===== src/hw/rtl/ddpb_pkg.sv =====
// Shared types, constants and the dot depletion function for the
// depletion and PackBits line encoder. No dependencies.
package ddpb_pkg;

    localparam int MAX_LINE_BYTES_DEFAULT = 4096;
    localparam int MAX_SEGMENT_DEFAULT    = 127;

    localparam int ADDR_W     = 13;
    localparam int BYTE_W     = 8;
    localparam int MAX_WRITES = 4;     // worst case writes caused by one byte
    localparam int SLOT_W     = $clog2(MAX_WRITES);
    localparam int WCNT_W     = $clog2(MAX_WRITES + 1);
    localparam int QUEUE_DEPTH = 4;
    localparam int QPTR_W     = $clog2(QUEUE_DEPTH);
    localparam int QCNT_W     = $clog2(QUEUE_DEPTH + 1);

    localparam int CFG_IDX_W  = 2;
    localparam int CFG_DATA_W = 8;
    localparam logic [CFG_IDX_W-1:0] CFG_DEPLETE_ENABLE = 2'd0;
    localparam logic [CFG_IDX_W-1:0] CFG_COMPRESS_MODE  = 2'd1;

    typedef logic [ADDR_W-1:0] addr_t;
    typedef logic [BYTE_W-1:0] byte_t;

    typedef enum logic [1:0] {
        SEG_NONE = 2'd0,
        SEG_RUN  = 2'd1,
        SEG_LIT  = 2'd2
    } seg_kind_t;

    typedef struct packed {
        logic deplete_enable;
        logic compress_mode;
    } cfg_t;

    // All writes caused by one raster byte
    typedef struct packed {
        logic [MAX_WRITES-1:0][ADDR_W-1:0] addr;
        logic [MAX_WRITES-1:0][BYTE_W-1:0] value;
        logic [WCNT_W-1:0]                 count;
        logic                              line_done;
    } bundle_t;

    typedef struct packed {
        logic empty;
        logic full;
    } queue_status_t;

    // Clear any dot whose left neighbour survives, scanning from the MSB
    function automatic byte_t deplete(input byte_t b, input logic carry);
        byte_t r;
        logic  prev;
        prev = carry;
        for (int i = BYTE_W - 1; i >= 0; i--)
        begin
            r[i] = b[i] & ~prev;
            prev = r[i];
        end
        return r;
    endfunction

endpackage


===== src/hw/rtl/ddpb_if.sv =====
// Channel interfaces of the encoder: raster input, buffer writes, config.
// Depends on ddpb_pkg.
interface ddpb_in_if;
    logic                 valid;
    logic                 ready;
    logic [ddpb_pkg::BYTE_W-1:0] data_byte;
    logic                 line_last;

    modport source (output valid, data_byte, line_last, input ready);
    modport sink   (input valid, data_byte, line_last, output ready);
endinterface

interface ddpb_out_if;
    logic                 valid;
    logic                 ready;
    logic [ddpb_pkg::ADDR_W-1:0] write_address;
    logic [ddpb_pkg::BYTE_W-1:0] write_value;
    logic                 line_done;

    modport source (output valid, write_address, write_value, line_done, input ready);
    modport sink   (input valid, write_address, write_value, line_done, output ready);
endinterface

interface ddpb_cfg_if;
    logic                            valid;
    logic                            ready;
    logic [ddpb_pkg::CFG_IDX_W-1:0]  index;
    logic [ddpb_pkg::CFG_DATA_W-1:0] data;

    modport source (output valid, index, data, input ready);
    modport sink   (input valid, index, data, output ready);
endinterface


===== src/hw/rtl/ddpb_front.sv =====
// Front end: accepts raster bytes, applies optional depletion and PackBits
// segmentation, and pushes a bundle for each byte with writes. Uses ddpb_pkg.
module ddpb_front #(
    parameter int MAX_LINE_BYTES = ddpb_pkg::MAX_LINE_BYTES_DEFAULT,
    parameter int MAX_SEGMENT    = ddpb_pkg::MAX_SEGMENT_DEFAULT
) (
    input  logic              clk,
    input  logic              rst_n,
    input  ddpb_pkg::cfg_t    cfg,
    ddpb_in_if.sink           raster,
    input  ddpb_pkg::queue_status_t q_status,
    output logic              push_valid,
    output ddpb_pkg::bundle_t push_bundle
);

    localparam int POS_W = (MAX_LINE_BYTES > 1) ? $clog2(MAX_LINE_BYTES) : 1;
    localparam int CNT_W = $clog2(MAX_SEGMENT + 1);
    localparam logic [POS_W:0]   LAST_POS = (POS_W + 1)'(MAX_LINE_BYTES);
    localparam logic [CNT_W-1:0] SEG_MAX  = CNT_W'(MAX_SEGMENT);
    localparam logic [CNT_W-1:0] RUN_START = CNT_W'(2);

    ddpb_pkg::byte_t     pending_byte_reg, pending_byte_next;
    logic                pending_valid_reg, pending_valid_next;
    logic                dot_carry_reg, dot_carry_next;
    ddpb_pkg::seg_kind_t seg_kind_reg, seg_kind_next;
    logic [CNT_W-1:0]    seg_count_reg, seg_count_next;
    ddpb_pkg::addr_t     header_addr_reg, header_addr_next;
    ddpb_pkg::addr_t     next_addr_reg, next_addr_next;
    logic [POS_W-1:0]    line_pos_reg, line_pos_next;
    logic                line_mode_reg, line_mode_next;

    logic                accept;
    logic                last_eff;
    logic                mode_eff;
    ddpb_pkg::byte_t     byte_x;
    logic [ddpb_pkg::WCNT_W-1:0] n;
    ddpb_pkg::bundle_t   bundle;

    assign raster.ready = !q_status.full;
    assign accept       = raster.valid && raster.ready;
    assign push_valid   = accept && (n != '0);
    assign push_bundle  = bundle;

    always_comb
    begin
        pending_byte_next  = pending_byte_reg;
        pending_valid_next = pending_valid_reg;
        seg_kind_next      = seg_kind_reg;
        seg_count_next     = seg_count_reg;
        header_addr_next   = header_addr_reg;
        next_addr_next     = next_addr_reg;
        bundle             = '0;
        n                  = '0;

        last_eff = raster.line_last || (({1'b0, line_pos_reg} + 1'b1) >= LAST_POS);
        mode_eff = (line_pos_reg == '0) ? cfg.compress_mode : line_mode_reg;
        byte_x   = cfg.deplete_enable ? ddpb_pkg::deplete(raster.data_byte, dot_carry_reg)
                                      : raster.data_byte;

        if (!mode_eff)
        begin
            bundle.addr[n[ddpb_pkg::SLOT_W-1:0]]  = next_addr_next;
            bundle.value[n[ddpb_pkg::SLOT_W-1:0]] = byte_x;
            n = n + 1'b1;
            next_addr_next = next_addr_next + 1'b1;
        end
        else
        begin
            unique case (seg_kind_reg)
                ddpb_pkg::SEG_RUN:
                begin
                    if (pending_byte_reg == byte_x)
                    begin
                        seg_count_next = seg_count_next + 1'b1;
                        if (seg_count_next >= SEG_MAX)
                        begin
                            bundle.addr[n[ddpb_pkg::SLOT_W-1:0]]  = next_addr_next;
                            bundle.value[n[ddpb_pkg::SLOT_W-1:0]] =
                                8'(9'd257 - 9'(seg_count_next));
                            n = n + 1'b1;
                            next_addr_next = next_addr_next + 1'b1;
                            bundle.addr[n[ddpb_pkg::SLOT_W-1:0]]  = next_addr_next;
                            bundle.value[n[ddpb_pkg::SLOT_W-1:0]] = byte_x;
                            n = n + 1'b1;
                            next_addr_next = next_addr_next + 1'b1;
                            seg_kind_next      = ddpb_pkg::SEG_NONE;
                            seg_count_next     = '0;
                            pending_valid_next = 1'b0;
                        end
                    end
                    else
                    begin
                        bundle.addr[n[ddpb_pkg::SLOT_W-1:0]]  = next_addr_next;
                        bundle.value[n[ddpb_pkg::SLOT_W-1:0]] =
                            8'(9'd257 - 9'(seg_count_next));
                        n = n + 1'b1;
                        next_addr_next = next_addr_next + 1'b1;
                        bundle.addr[n[ddpb_pkg::SLOT_W-1:0]]  = next_addr_next;
                        bundle.value[n[ddpb_pkg::SLOT_W-1:0]] = pending_byte_reg;
                        n = n + 1'b1;
                        next_addr_next = next_addr_next + 1'b1;
                        seg_kind_next     = ddpb_pkg::SEG_NONE;
                        seg_count_next    = '0;
                        pending_byte_next = byte_x;
                    end
                end
                ddpb_pkg::SEG_LIT:
                begin
                    if (pending_byte_reg != byte_x)
                    begin
                        bundle.addr[n[ddpb_pkg::SLOT_W-1:0]]  = next_addr_next;
                        bundle.value[n[ddpb_pkg::SLOT_W-1:0]] = pending_byte_reg;
                        n = n + 1'b1;
                        next_addr_next    = next_addr_next + 1'b1;
                        seg_count_next    = seg_count_next + 1'b1;
                        pending_byte_next = byte_x;
                        if (seg_count_next >= SEG_MAX)
                        begin
                            bundle.addr[n[ddpb_pkg::SLOT_W-1:0]]  = header_addr_next;
                            bundle.value[n[ddpb_pkg::SLOT_W-1:0]] =
                                8'(seg_count_next - 1'b1);
                            n = n + 1'b1;
                            seg_kind_next  = ddpb_pkg::SEG_NONE;
                            seg_count_next = '0;
                        end
                    end
                    else
                    begin
                        // close literal, then the repeated byte opens a run
                        bundle.addr[n[ddpb_pkg::SLOT_W-1:0]]  = header_addr_next;
                        bundle.value[n[ddpb_pkg::SLOT_W-1:0]] = 8'(seg_count_next - 1'b1);
                        n = n + 1'b1;
                        pending_byte_next  = byte_x;
                        pending_valid_next = 1'b1;
                        seg_kind_next      = ddpb_pkg::SEG_RUN;
                        seg_count_next     = RUN_START;
                        if (seg_count_next >= SEG_MAX)
                        begin
                            bundle.addr[n[ddpb_pkg::SLOT_W-1:0]]  = next_addr_next;
                            bundle.value[n[ddpb_pkg::SLOT_W-1:0]] =
                                8'(9'd257 - 9'(seg_count_next));
                            n = n + 1'b1;
                            next_addr_next = next_addr_next + 1'b1;
                            bundle.addr[n[ddpb_pkg::SLOT_W-1:0]]  = next_addr_next;
                            bundle.value[n[ddpb_pkg::SLOT_W-1:0]] = byte_x;
                            n = n + 1'b1;
                            next_addr_next = next_addr_next + 1'b1;
                            seg_kind_next      = ddpb_pkg::SEG_NONE;
                            seg_count_next     = '0;
                            pending_valid_next = 1'b0;
                        end
                    end
                end
                default:
                begin
                    if (pending_valid_reg)
                    begin
                        pending_byte_next = byte_x;
                        if (pending_byte_reg == byte_x)
                        begin
                            seg_kind_next  = ddpb_pkg::SEG_RUN;
                            seg_count_next = RUN_START;
                            if (seg_count_next >= SEG_MAX)
                            begin
                                bundle.addr[n[ddpb_pkg::SLOT_W-1:0]]  = next_addr_next;
                                bundle.value[n[ddpb_pkg::SLOT_W-1:0]] =
                                    8'(9'd257 - 9'(seg_count_next));
                                n = n + 1'b1;
                                next_addr_next = next_addr_next + 1'b1;
                                bundle.addr[n[ddpb_pkg::SLOT_W-1:0]]  = next_addr_next;
                                bundle.value[n[ddpb_pkg::SLOT_W-1:0]] = byte_x;
                                n = n + 1'b1;
                                next_addr_next = next_addr_next + 1'b1;
                                seg_kind_next      = ddpb_pkg::SEG_NONE;
                                seg_count_next     = '0;
                                pending_valid_next = 1'b0;
                            end
                        end
                        else
                        begin
                            // reserve the control slot, then store the first byte
                            seg_kind_next    = ddpb_pkg::SEG_LIT;
                            header_addr_next = next_addr_next;
                            next_addr_next   = next_addr_next + 1'b1;
                            bundle.addr[n[ddpb_pkg::SLOT_W-1:0]]  = next_addr_next;
                            bundle.value[n[ddpb_pkg::SLOT_W-1:0]] = pending_byte_reg;
                            n = n + 1'b1;
                            next_addr_next = next_addr_next + 1'b1;
                            seg_count_next = CNT_W'(1);
                        end
                    end
                    else
                    begin
                        pending_byte_next  = byte_x;
                        pending_valid_next = 1'b1;
                    end
                end
            endcase

            if (last_eff)
            begin
                if (seg_kind_next == ddpb_pkg::SEG_RUN)
                begin
                    bundle.addr[n[ddpb_pkg::SLOT_W-1:0]]  = next_addr_next;
                    bundle.value[n[ddpb_pkg::SLOT_W-1:0]] = 8'(9'd257 - 9'(seg_count_next));
                    n = n + 1'b1;
                    next_addr_next = next_addr_next + 1'b1;
                    bundle.addr[n[ddpb_pkg::SLOT_W-1:0]]  = next_addr_next;
                    bundle.value[n[ddpb_pkg::SLOT_W-1:0]] = pending_byte_next;
                    n = n + 1'b1;
                    next_addr_next = next_addr_next + 1'b1;
                end
                else
                begin
                    if (seg_kind_next == ddpb_pkg::SEG_LIT)
                    begin
                        bundle.addr[n[ddpb_pkg::SLOT_W-1:0]]  = header_addr_next;
                        bundle.value[n[ddpb_pkg::SLOT_W-1:0]] = 8'(seg_count_next - 1'b1);
                        n = n + 1'b1;
                    end
                    if (pending_valid_next)
                    begin
                        // lone trailing byte: its own one-byte literal
                        bundle.addr[n[ddpb_pkg::SLOT_W-1:0]]  = next_addr_next;
                        bundle.value[n[ddpb_pkg::SLOT_W-1:0]] = '0;
                        n = n + 1'b1;
                        next_addr_next = next_addr_next + 1'b1;
                        bundle.addr[n[ddpb_pkg::SLOT_W-1:0]]  = next_addr_next;
                        bundle.value[n[ddpb_pkg::SLOT_W-1:0]] = pending_byte_next;
                        n = n + 1'b1;
                        next_addr_next = next_addr_next + 1'b1;
                    end
                end
            end
        end

        bundle.count     = n;
        bundle.line_done = last_eff;

        line_mode_next = mode_eff;
        if (last_eff)
        begin
            pending_byte_next  = '0;
            pending_valid_next = 1'b0;
            dot_carry_next     = 1'b0;
            seg_kind_next      = ddpb_pkg::SEG_NONE;
            seg_count_next     = '0;
            next_addr_next     = '0;
            line_pos_next      = '0;
        end
        else
        begin
            dot_carry_next = byte_x[0];
            line_pos_next  = line_pos_reg + 1'b1;
        end
    end

    always_ff @(posedge clk or negedge rst_n)
    begin
        if (!rst_n)
        begin
            pending_byte_reg  <= '0;
            pending_valid_reg <= 1'b0;
            dot_carry_reg     <= 1'b0;
            seg_kind_reg      <= ddpb_pkg::SEG_NONE;
            seg_count_reg     <= '0;
            header_addr_reg   <= '0;
            next_addr_reg     <= '0;
            line_pos_reg      <= '0;
            line_mode_reg     <= 1'b0;
        end
        else if (accept)
        begin
            pending_byte_reg  <= pending_byte_next;
            pending_valid_reg <= pending_valid_next;
            dot_carry_reg     <= dot_carry_next;
            seg_kind_reg      <= seg_kind_next;
            seg_count_reg     <= seg_count_next;
            header_addr_reg   <= header_addr_next;
            next_addr_reg     <= next_addr_next;
            line_pos_reg      <= line_pos_next;
            line_mode_reg     <= line_mode_next;
        end
    end

endmodule


===== src/hw/rtl/ddpb_queue.sv =====
// Short bundle queue between front and back ends.
// Uses ddpb_pkg.
module ddpb_queue (
    input  logic                    clk,
    input  logic                    rst_n,
    input  logic                    push_valid,
    input  ddpb_pkg::bundle_t       push_bundle,
    input  logic                    pop,
    output ddpb_pkg::bundle_t       head,
    output ddpb_pkg::queue_status_t status
);

    ddpb_pkg::bundle_t entries_reg [ddpb_pkg::QUEUE_DEPTH];
    logic [ddpb_pkg::QPTR_W-1:0] wr_ptr_reg, wr_ptr_next;
    logic [ddpb_pkg::QPTR_W-1:0] rd_ptr_reg, rd_ptr_next;
    logic [ddpb_pkg::QCNT_W-1:0] count_reg, count_next;
    logic do_push;
    logic do_pop;

    assign status.empty = (count_reg == '0);
    assign status.full  = (count_reg == ddpb_pkg::QCNT_W'(ddpb_pkg::QUEUE_DEPTH));
    assign do_push      = push_valid && !status.full;
    assign do_pop       = pop && !status.empty;
    assign head         = entries_reg[rd_ptr_reg];

    always_comb
    begin
        wr_ptr_next = do_push ? wr_ptr_reg + 1'b1 : wr_ptr_reg;
        rd_ptr_next = do_pop  ? rd_ptr_reg + 1'b1 : rd_ptr_reg;
        count_next  = count_reg;
        if (do_push && !do_pop)
        begin
            count_next = count_reg + 1'b1;
        end
        else if (do_pop && !do_push)
        begin
            count_next = count_reg - 1'b1;
        end
    end

    always_ff @(posedge clk)
    begin
        if (do_push)
        begin
            entries_reg[wr_ptr_reg] <= push_bundle;
        end
    end

    always_ff @(posedge clk or negedge rst_n)
    begin
        if (!rst_n)
        begin
            wr_ptr_reg <= '0;
            rd_ptr_reg <= '0;
            count_reg  <= '0;
        end
        else
        begin
            wr_ptr_reg <= wr_ptr_next;
            rd_ptr_reg <= rd_ptr_next;
            count_reg  <= count_next;
        end
    end

endmodule


===== src/hw/rtl/ddpb_back.sv =====
// Back end: walks each queued bundle one write at a time into the
// output register. Uses ddpb_pkg and ddpb_out_if.
module ddpb_back (
    input  logic                    clk,
    input  logic                    rst_n,
    input  ddpb_pkg::bundle_t       head,
    input  ddpb_pkg::queue_status_t q_status,
    output logic                    pop,
    ddpb_out_if.source              writes
);

    logic [ddpb_pkg::SLOT_W-1:0] slot_reg, slot_next;
    logic                        out_valid_reg, out_valid_next;
    ddpb_pkg::addr_t             out_addr_reg;
    ddpb_pkg::byte_t             out_value_reg;
    logic                        out_done_reg;
    logic                        load;
    logic                        last_slot;

    assign load      = !q_status.empty && (!out_valid_reg || writes.ready);
    assign last_slot = (ddpb_pkg::WCNT_W'(slot_reg) + 1'b1) == head.count;
    assign pop       = load && last_slot;

    assign writes.valid         = out_valid_reg;
    assign writes.write_address = out_addr_reg;
    assign writes.write_value   = out_value_reg;
    assign writes.line_done     = out_done_reg;

    always_comb
    begin
        slot_next      = slot_reg;
        out_valid_next = out_valid_reg;
        if (load)
        begin
            out_valid_next = 1'b1;
            slot_next      = last_slot ? '0 : slot_reg + 1'b1;
        end
        else if (writes.ready)
        begin
            out_valid_next = 1'b0;
        end
    end

    always_ff @(posedge clk)
    begin
        if (load)
        begin
            out_addr_reg  <= head.addr[slot_reg];
            out_value_reg <= head.value[slot_reg];
            out_done_reg  <= head.line_done && last_slot;
        end
    end

    always_ff @(posedge clk or negedge rst_n)
    begin
        if (!rst_n)
        begin
            slot_reg      <= '0;
            out_valid_reg <= 1'b0;
        end
        else
        begin
            slot_reg      <= slot_next;
            out_valid_reg <= out_valid_next;
        end
    end

endmodule


===== src/hw/rtl/dot_depletion_packbits_encoder.sv =====
// Top level of the dot depletion and PackBits line encoder.
// Uses ddpb_pkg, ddpb_if, ddpb_front, ddpb_queue and ddpb_back.
//
// The encoder takes one raster byte per clock on the raster channel and
// turns each line into addressed writes for the line's output buffer:
// either the bytes unchanged or PackBits coded, after optional clearing of
// horizontally adjacent dots. A byte causes zero to four writes. The front
// end accepts a byte every cycle while its four-entry bundle queue has room;
// it works out all writes of a byte in that cycle. The back end presents
// one write per cycle from the bundle queue through its output register
// while the output is ready, so the encoder keeps pace with the raster
// bytes whenever the output averages no more than one write per byte (runs
// need far fewer writes, a line end needs up to four). Literal control
// bytes arrive at their reserved address once the literal closes, so the
// buffer is not written in address order. compress_mode is taken at the
// first byte of each line; deplete_enable applies from the next byte.
// Configuration is written by index: 0 deplete_enable, 1 compress_mode,
// bit 0 of the data; other indexes are ignored.
module dot_depletion_packbits_encoder #(
    parameter int MAX_LINE_BYTES = ddpb_pkg::MAX_LINE_BYTES_DEFAULT,
    parameter int MAX_SEGMENT    = ddpb_pkg::MAX_SEGMENT_DEFAULT
) (
    input  logic       clk,
    input  logic       rst_n,
    ddpb_cfg_if.sink   cfg,
    ddpb_in_if.sink    raster,
    ddpb_out_if.source writes
);

    // configuration registers
    logic deplete_enable_reg, deplete_enable_next;
    logic compress_mode_reg, compress_mode_next;

    ddpb_pkg::cfg_t          cfg_now;
    ddpb_pkg::queue_status_t q_status;
    ddpb_pkg::bundle_t       push_bundle;
    ddpb_pkg::bundle_t       head;
    logic                    push_valid;
    logic                    pop;

    // writes are always taken
    assign cfg.ready = 1'b1;

    always_comb
    begin
        deplete_enable_next = deplete_enable_reg;
        compress_mode_next  = compress_mode_reg;
        if (cfg.valid)
        begin
            unique case (cfg.index)
                ddpb_pkg::CFG_DEPLETE_ENABLE: deplete_enable_next = cfg.data[0];
                ddpb_pkg::CFG_COMPRESS_MODE:  compress_mode_next  = cfg.data[0];
                default: ;
            endcase
        end
    end

    always_ff @(posedge clk or negedge rst_n)
    begin
        if (!rst_n)
        begin
            deplete_enable_reg <= 1'b0;
            compress_mode_reg  <= 1'b1;
        end
        else
        begin
            deplete_enable_reg <= deplete_enable_next;
            compress_mode_reg  <= compress_mode_next;
        end
    end

    assign cfg_now.deplete_enable = deplete_enable_reg;
    assign cfg_now.compress_mode  = compress_mode_reg;

    // front end: depletion, segmentation, write generation
    ddpb_front #(
        .MAX_LINE_BYTES (MAX_LINE_BYTES),
        .MAX_SEGMENT    (MAX_SEGMENT)
    ) u_front (
        .clk         (clk),
        .rst_n       (rst_n),
        .cfg         (cfg_now),
        .raster      (raster),
        .q_status    (q_status),
        .push_valid  (push_valid),
        .push_bundle (push_bundle)
    );

    // decouples the byte stream from the write stream
    ddpb_queue u_queue (
        .clk         (clk),
        .rst_n       (rst_n),
        .push_valid  (push_valid),
        .push_bundle (push_bundle),
        .pop         (pop),
        .head        (head),
        .status      (q_status)
    );

    // back end: one write per transaction on the output channel
    ddpb_back u_back (
        .clk      (clk),
        .rst_n    (rst_n),
        .head     (head),
        .q_status (q_status),
        .pop      (pop),
        .writes   (writes)
    );

endmodule

===== src/flat_wrapper.sv =====
// flat-port wrapper written by rule: the top's interface ports become plain ports
module dot_depletion_packbits_encoder_flat 
#(
    parameter int MAX_LINE_BYTES = ddpb_pkg::MAX_LINE_BYTES_DEFAULT,
    parameter int MAX_SEGMENT    = ddpb_pkg::MAX_SEGMENT_DEFAULT
)
  (clk, rst_n, cfg_valid, cfg_index, cfg_data, cfg_ready, raster_valid, raster_data_byte, raster_line_last, raster_ready, writes_valid, writes_write_address, writes_write_value, writes_line_done, writes_ready);
  ddpb_cfg_if cfg_i ();
  ddpb_in_if raster_i ();
  ddpb_out_if writes_i ();
  input  logic clk;
  input  logic rst_n;
  input wire logic [$bits(cfg_i.valid)-1:0] cfg_valid;
  input wire logic [$bits(cfg_i.index)-1:0] cfg_index;
  input wire logic [$bits(cfg_i.data)-1:0] cfg_data;
  output wire logic [$bits(cfg_i.ready)-1:0] cfg_ready;
  input wire logic [$bits(raster_i.valid)-1:0] raster_valid;
  input wire logic [$bits(raster_i.data_byte)-1:0] raster_data_byte;
  input wire logic [$bits(raster_i.line_last)-1:0] raster_line_last;
  output wire logic [$bits(raster_i.ready)-1:0] raster_ready;
  output wire logic [$bits(writes_i.valid)-1:0] writes_valid;
  output wire logic [$bits(writes_i.write_address)-1:0] writes_write_address;
  output wire logic [$bits(writes_i.write_value)-1:0] writes_write_value;
  output wire logic [$bits(writes_i.line_done)-1:0] writes_line_done;
  input wire logic [$bits(writes_i.ready)-1:0] writes_ready;
  assign cfg_i.valid = cfg_valid;
  assign cfg_i.index = cfg_index;
  assign cfg_i.data = cfg_data;
  assign cfg_ready = cfg_i.ready;
  assign raster_i.valid = raster_valid;
  assign raster_i.data_byte = raster_data_byte;
  assign raster_i.line_last = raster_line_last;
  assign raster_ready = raster_i.ready;
  assign writes_valid = writes_i.valid;
  assign writes_write_address = writes_i.write_address;
  assign writes_write_value = writes_i.write_value;
  assign writes_line_done = writes_i.line_done;
  assign writes_i.ready = writes_ready;
  dot_depletion_packbits_encoder #(.MAX_LINE_BYTES(MAX_LINE_BYTES), .MAX_SEGMENT(MAX_SEGMENT)) u_core (.clk(clk), .rst_n(rst_n), .cfg(cfg_i), .raster(raster_i), .writes(writes_i));
endmodule

===== config.mk =====
export PLATFORM = sky130hd
export DESIGN_NAME = dot_depletion_packbits_encoder_flat
export DESIGN_NICKNAME = d
export VERILOG_FILES = /design/src/hw/rtl/ddpb_pkg.sv /design/src/hw/rtl/ddpb_if.sv /design/src/hw/rtl/ddpb_front.sv /design/src/hw/rtl/ddpb_queue.sv /design/src/hw/rtl/ddpb_back.sv /design/src/hw/rtl/dot_depletion_packbits_encoder.sv /design/src/flat_wrapper.sv
export SDC_FILE = /design/constraint.sdc
export NUM_CORES = 1
export LEC_CHECK = 0
export BUFFER_PORTS_ARGS = -buffer_cell sky130_fd_sc_hd__buf_2
export CORE_MARGIN = 2
export CORE_UTILIZATION = 35
export CTS_CLUSTER_DIAMETER = 30
export DETAILED_ROUTE_END_ITERATION = 12
export GPL_TIMING_DRIVEN = 0
export HOLD_SLACK_MARGIN = 0.1
export SLEW_MARGIN = 20
export SYNTH_ARGS = -nofsm -noshare
export SYNTH_HDL_FRONTEND = slang
export SYNTH_SLANG_ARGS = --single-unit

===== constraint.sdc =====
create_clock -name clk -period 8.6 [get_ports clk]
set_input_delay 1.29 -clock clk [delete_from_list [all_inputs] [get_ports clk]]
set_output_delay 1.29 -clock clk [all_outputs]
set_load 0.01 [all_outputs]

==> results.py <==
metrics = {
    "detailed_routing": {
        "dr.first_iter.drc_count": 3008,
        "drc_errors": 0,
        "post_drt_wl_per_cell_um": 30.3,
        "wl_um": 103000,
        "vias_per_cell": 6.30,
        "first_pass_iters": 6,
        "antenna_left": 0,
        "vias": 21400,
    },
    "sta": {
        "worst_slew_pin_slew_ps": 1300,
        "hold_violations": 0,
        "fin_crit_sh": 0.954,
        "grt_setup_unrepaired": "false",
        "fin_tns_setup_ps": 0,
        "slew_headroom": 0.132,
        "min_period_ps": 8200,
        "fin_ws_ps": 400,
        "slew_viol_final": 0,
        "fin_skew_ps": 33.7,
        "final-setup-viol-count": 0,
        "fmax_mhz": 122,
    },
    "logic_synthesis": {
        "ys_seq_elements": 444,
        "yosys_warnings": 0,
        "netlist_instances": 2233,
        "yosysTopAreaCellShare": 0.443,
        "synth_nets": 2287,
        "synthTopCellsByArea": "edfxtp_1 (44%), mux4_2 (9.7%), dfrtp_1 (6.8%)",
        "syn_area_per_cell_um2": 11.4,
        "ys_seq_area_frac": 0.512,
        "synth_cell_types": 104,
        "synth.most_common_cell": "edfxtp_1",
        "synthArstFlopShare": 0.158,
        "synth_top_area_cell": "edfxtp_1",
        "ys.flop_type": "edfxtp_1",
        "synthesis.area_mm2": 0.0254,
        "synth_common_cells": "edfxtp_1 (374), nand2_1 (224), nor2_1 (163), o21ai_0 (155), a21oi_1 (153)",
        "synth-edff-count": 374,
    },
    "global_routing": {
        "grt_usage": 0.274,
        "grt_pass1_vias": 20900,
        "grt_max_degree": 44,
        "grt_pass1_wl_um": 148000,
        "grt_overflow": 0,
        "antenna_found_initial": 3,
    },
    "clocking": {
        "tritoncts": "built",
        "cts_buffers": 91,
        "cts_max_level": 3,
        "cts_setup_buffers": 0,
        "cts.sinks": 444,
        "cts_buffer_depth": 3,
        "insertion_delay_ps": 650,
        "cts_root_buf": "clkbuf_16",
        "clkTransAtPathRegs_ps": 40,
        "ctsHoldBuffers": 0,
    },
    "floorplanning": {
        "row_count": 98,
        "ios": 49,
        "dieArea_mm2": 0.0746,
        "core_mm2": 0.0716,
        "die_y_um": 273,
        "die_w_um": 273,
        "initial_core_util": 0.354,
    },
    "placed_design": {
        "dp_hpwl_um": 77000,
        "place_congestion": 1.01,
        "post-place-ws_ps": -265,
        "placement.io_buffers": 39,
    },
    "layout": {
        "largest_reg_flops": 352,
        "nets": 2430,
        "final_layout_size_suffix_gt1_frac": 0.168,
        "syn_to_final_growth_pct": 18.8,
    },
    "worst_setup_path": {
        "arrival_ps": 8480,
        "required_ps": 8880,
        "start_kind": "primary input",
        "criticalPathCategory": "in -> reg",
        "path_max_fanout": 10,
        "critPathCaptureType": "register",
    },
    "run_status": {
        "outcome": "completed",
    },
    "power": {
        "power-per-cell-area_mw_per_mm2": 440,
        "power_leakage_nw": 10.2,
        "vdd_ir_drop_max_v": 0.000211,
        "total_power_w": 0.0132,
    },
    "job": {
        "drv_cap": 0,
    },
    "worst_hold_path": {
        "holdCritPathClass": "reg -> reg",
    },
}
==> power breakdown <==
group,leakage [nW],switching (W),internal [W]
Clock,1.49,0.00117,0.00229
Sequential,4.42,0.000197,0.00319
Combinational,4.34,0.00442,0.00198
==> logic make-up after synthesis <==
group / count (synthesis) / share of synthesized area
AOI/OAI and AO/OA: 673 / 0.180
DFF: 444 / 0.512
adders and majority gates: 30 / 0.0151
other: 1 / 0.000148
buffers and inverters: 223 / 0.0363
and+or+nand+nor: 634 / 0.116
muxes: 143 / 0.111
xor gates and xnor gates: 85 / 0.0297
==> worst paths after layout <==
path	startpoint	to	slack, ps	cells past startpoint
worst min register to register	u_core.u_back.writes.valid	u_core.u_back.writes.valid	500	2
min in group asynchronous	rst_n	u_core.u_front.next_addr_reg[11]	630	1
worst min-delay path	u_core.u_back.writes.valid	u_core.u_back.writes.valid	500	2
max in group asynchronous	rst_n	u_core.u_front.header_addr_reg[8]	7380	2
worst max-delay path	raster_data_byte[7]	u_core.u_queue.entries_reg[2][55]	400	22
worst max register to register	u_core.deplete_enable_reg	u_core.u_queue.entries_reg[2][55]	710	21
==> through the flow <==
step	hold WS (ps)	area (um^2)	utilization	instances
6_report	498	30100	0.421	3401
5_1_grt	520	30100	0.421	3399
4_1_cts	497	30100	0.420	3397
3_5_place_dp	487	27000	0.377	3231
3_3_place_gp	480	26700	0.373	3222
2_1_floorplan	464	25400	-	2233
==> cell usage in the layout, fill, tap and decap left out, types with 9 or more instances in the layout <==
cell type,n
and3_1,12
ha_1,29
nor2_1,163
clkbuf_1,131
buf_4,9
xnor2_1,57
nand2_1,224
inv_1,36
o21ai_0,153
a31oi_1,25
bufinv_16,9
a22oi_1,22
a21oi_1,153
o211ai_1,22
edfxtp_1,374
mux2i_1,23
clkbuf_16,92
a211oi_1,24
a22o_1,12
mux2_2,10
nor2b_1,12
mux4_2,109
o22ai_1,37
xor2_1,27
o221ai_1,16
buf_2,66
dfrtp_1,69
buf_1,14
nor3_1,64
nand4_1,13
nand3_1,57
nor4_1,11
o21ai_1,14
clkinv_1,15
a21o_1,14
and2_1,18
clkinv_2,14
a221oi_1,55
==> timing repair <==
item | CTS | global route
endpoints found under the setup margin | 0 | 8
endpoints found under the hold margin | 0 | 0
resized for setup | 0 | 2
==> layer usage <==
layer	up-vias	routed length (um)	global-route usage
met5	-	0	0
met4	0	4880	0.122
met3	325	9320	0.0589
met2	1305	46900	0.429
met1	10700	42000	0.366
li1	9056	-	-
==> cell type report <==
cell class / instances / area, um^2
clock inverters: 60 / 652
fillers: 6734 / 41500
inverters: 42 / 158
flip-flops and latches: 444 / 13000
multi-input cells: 1566 / 11500
plain buffers: 181 / 771
well taps: 950 / 1190
diodes: 2 / 5.00
clock buffers: 106 / 2430
repair buffers: 50 / 434
==> critical path, cell delays in order <==
cell and delay (ps):
buf_2 120, nor2b_1 130, buf_4 170, o21a_1 300, xnor2_1 240, nand4_1 520
nor3_2 490, inv_2 80, buf_6 160, buf_2 210, buf_2 230, buf_2 220
ha_1 300, o22ai_1 280, clkbuf_1 550, clkbuf_1 520, ha_1 250, clkbuf_1 520
nand2_1 140, xnor2_1 790, nor2_1 110, nor4_1 820
(Power assumes the default switching activity.)
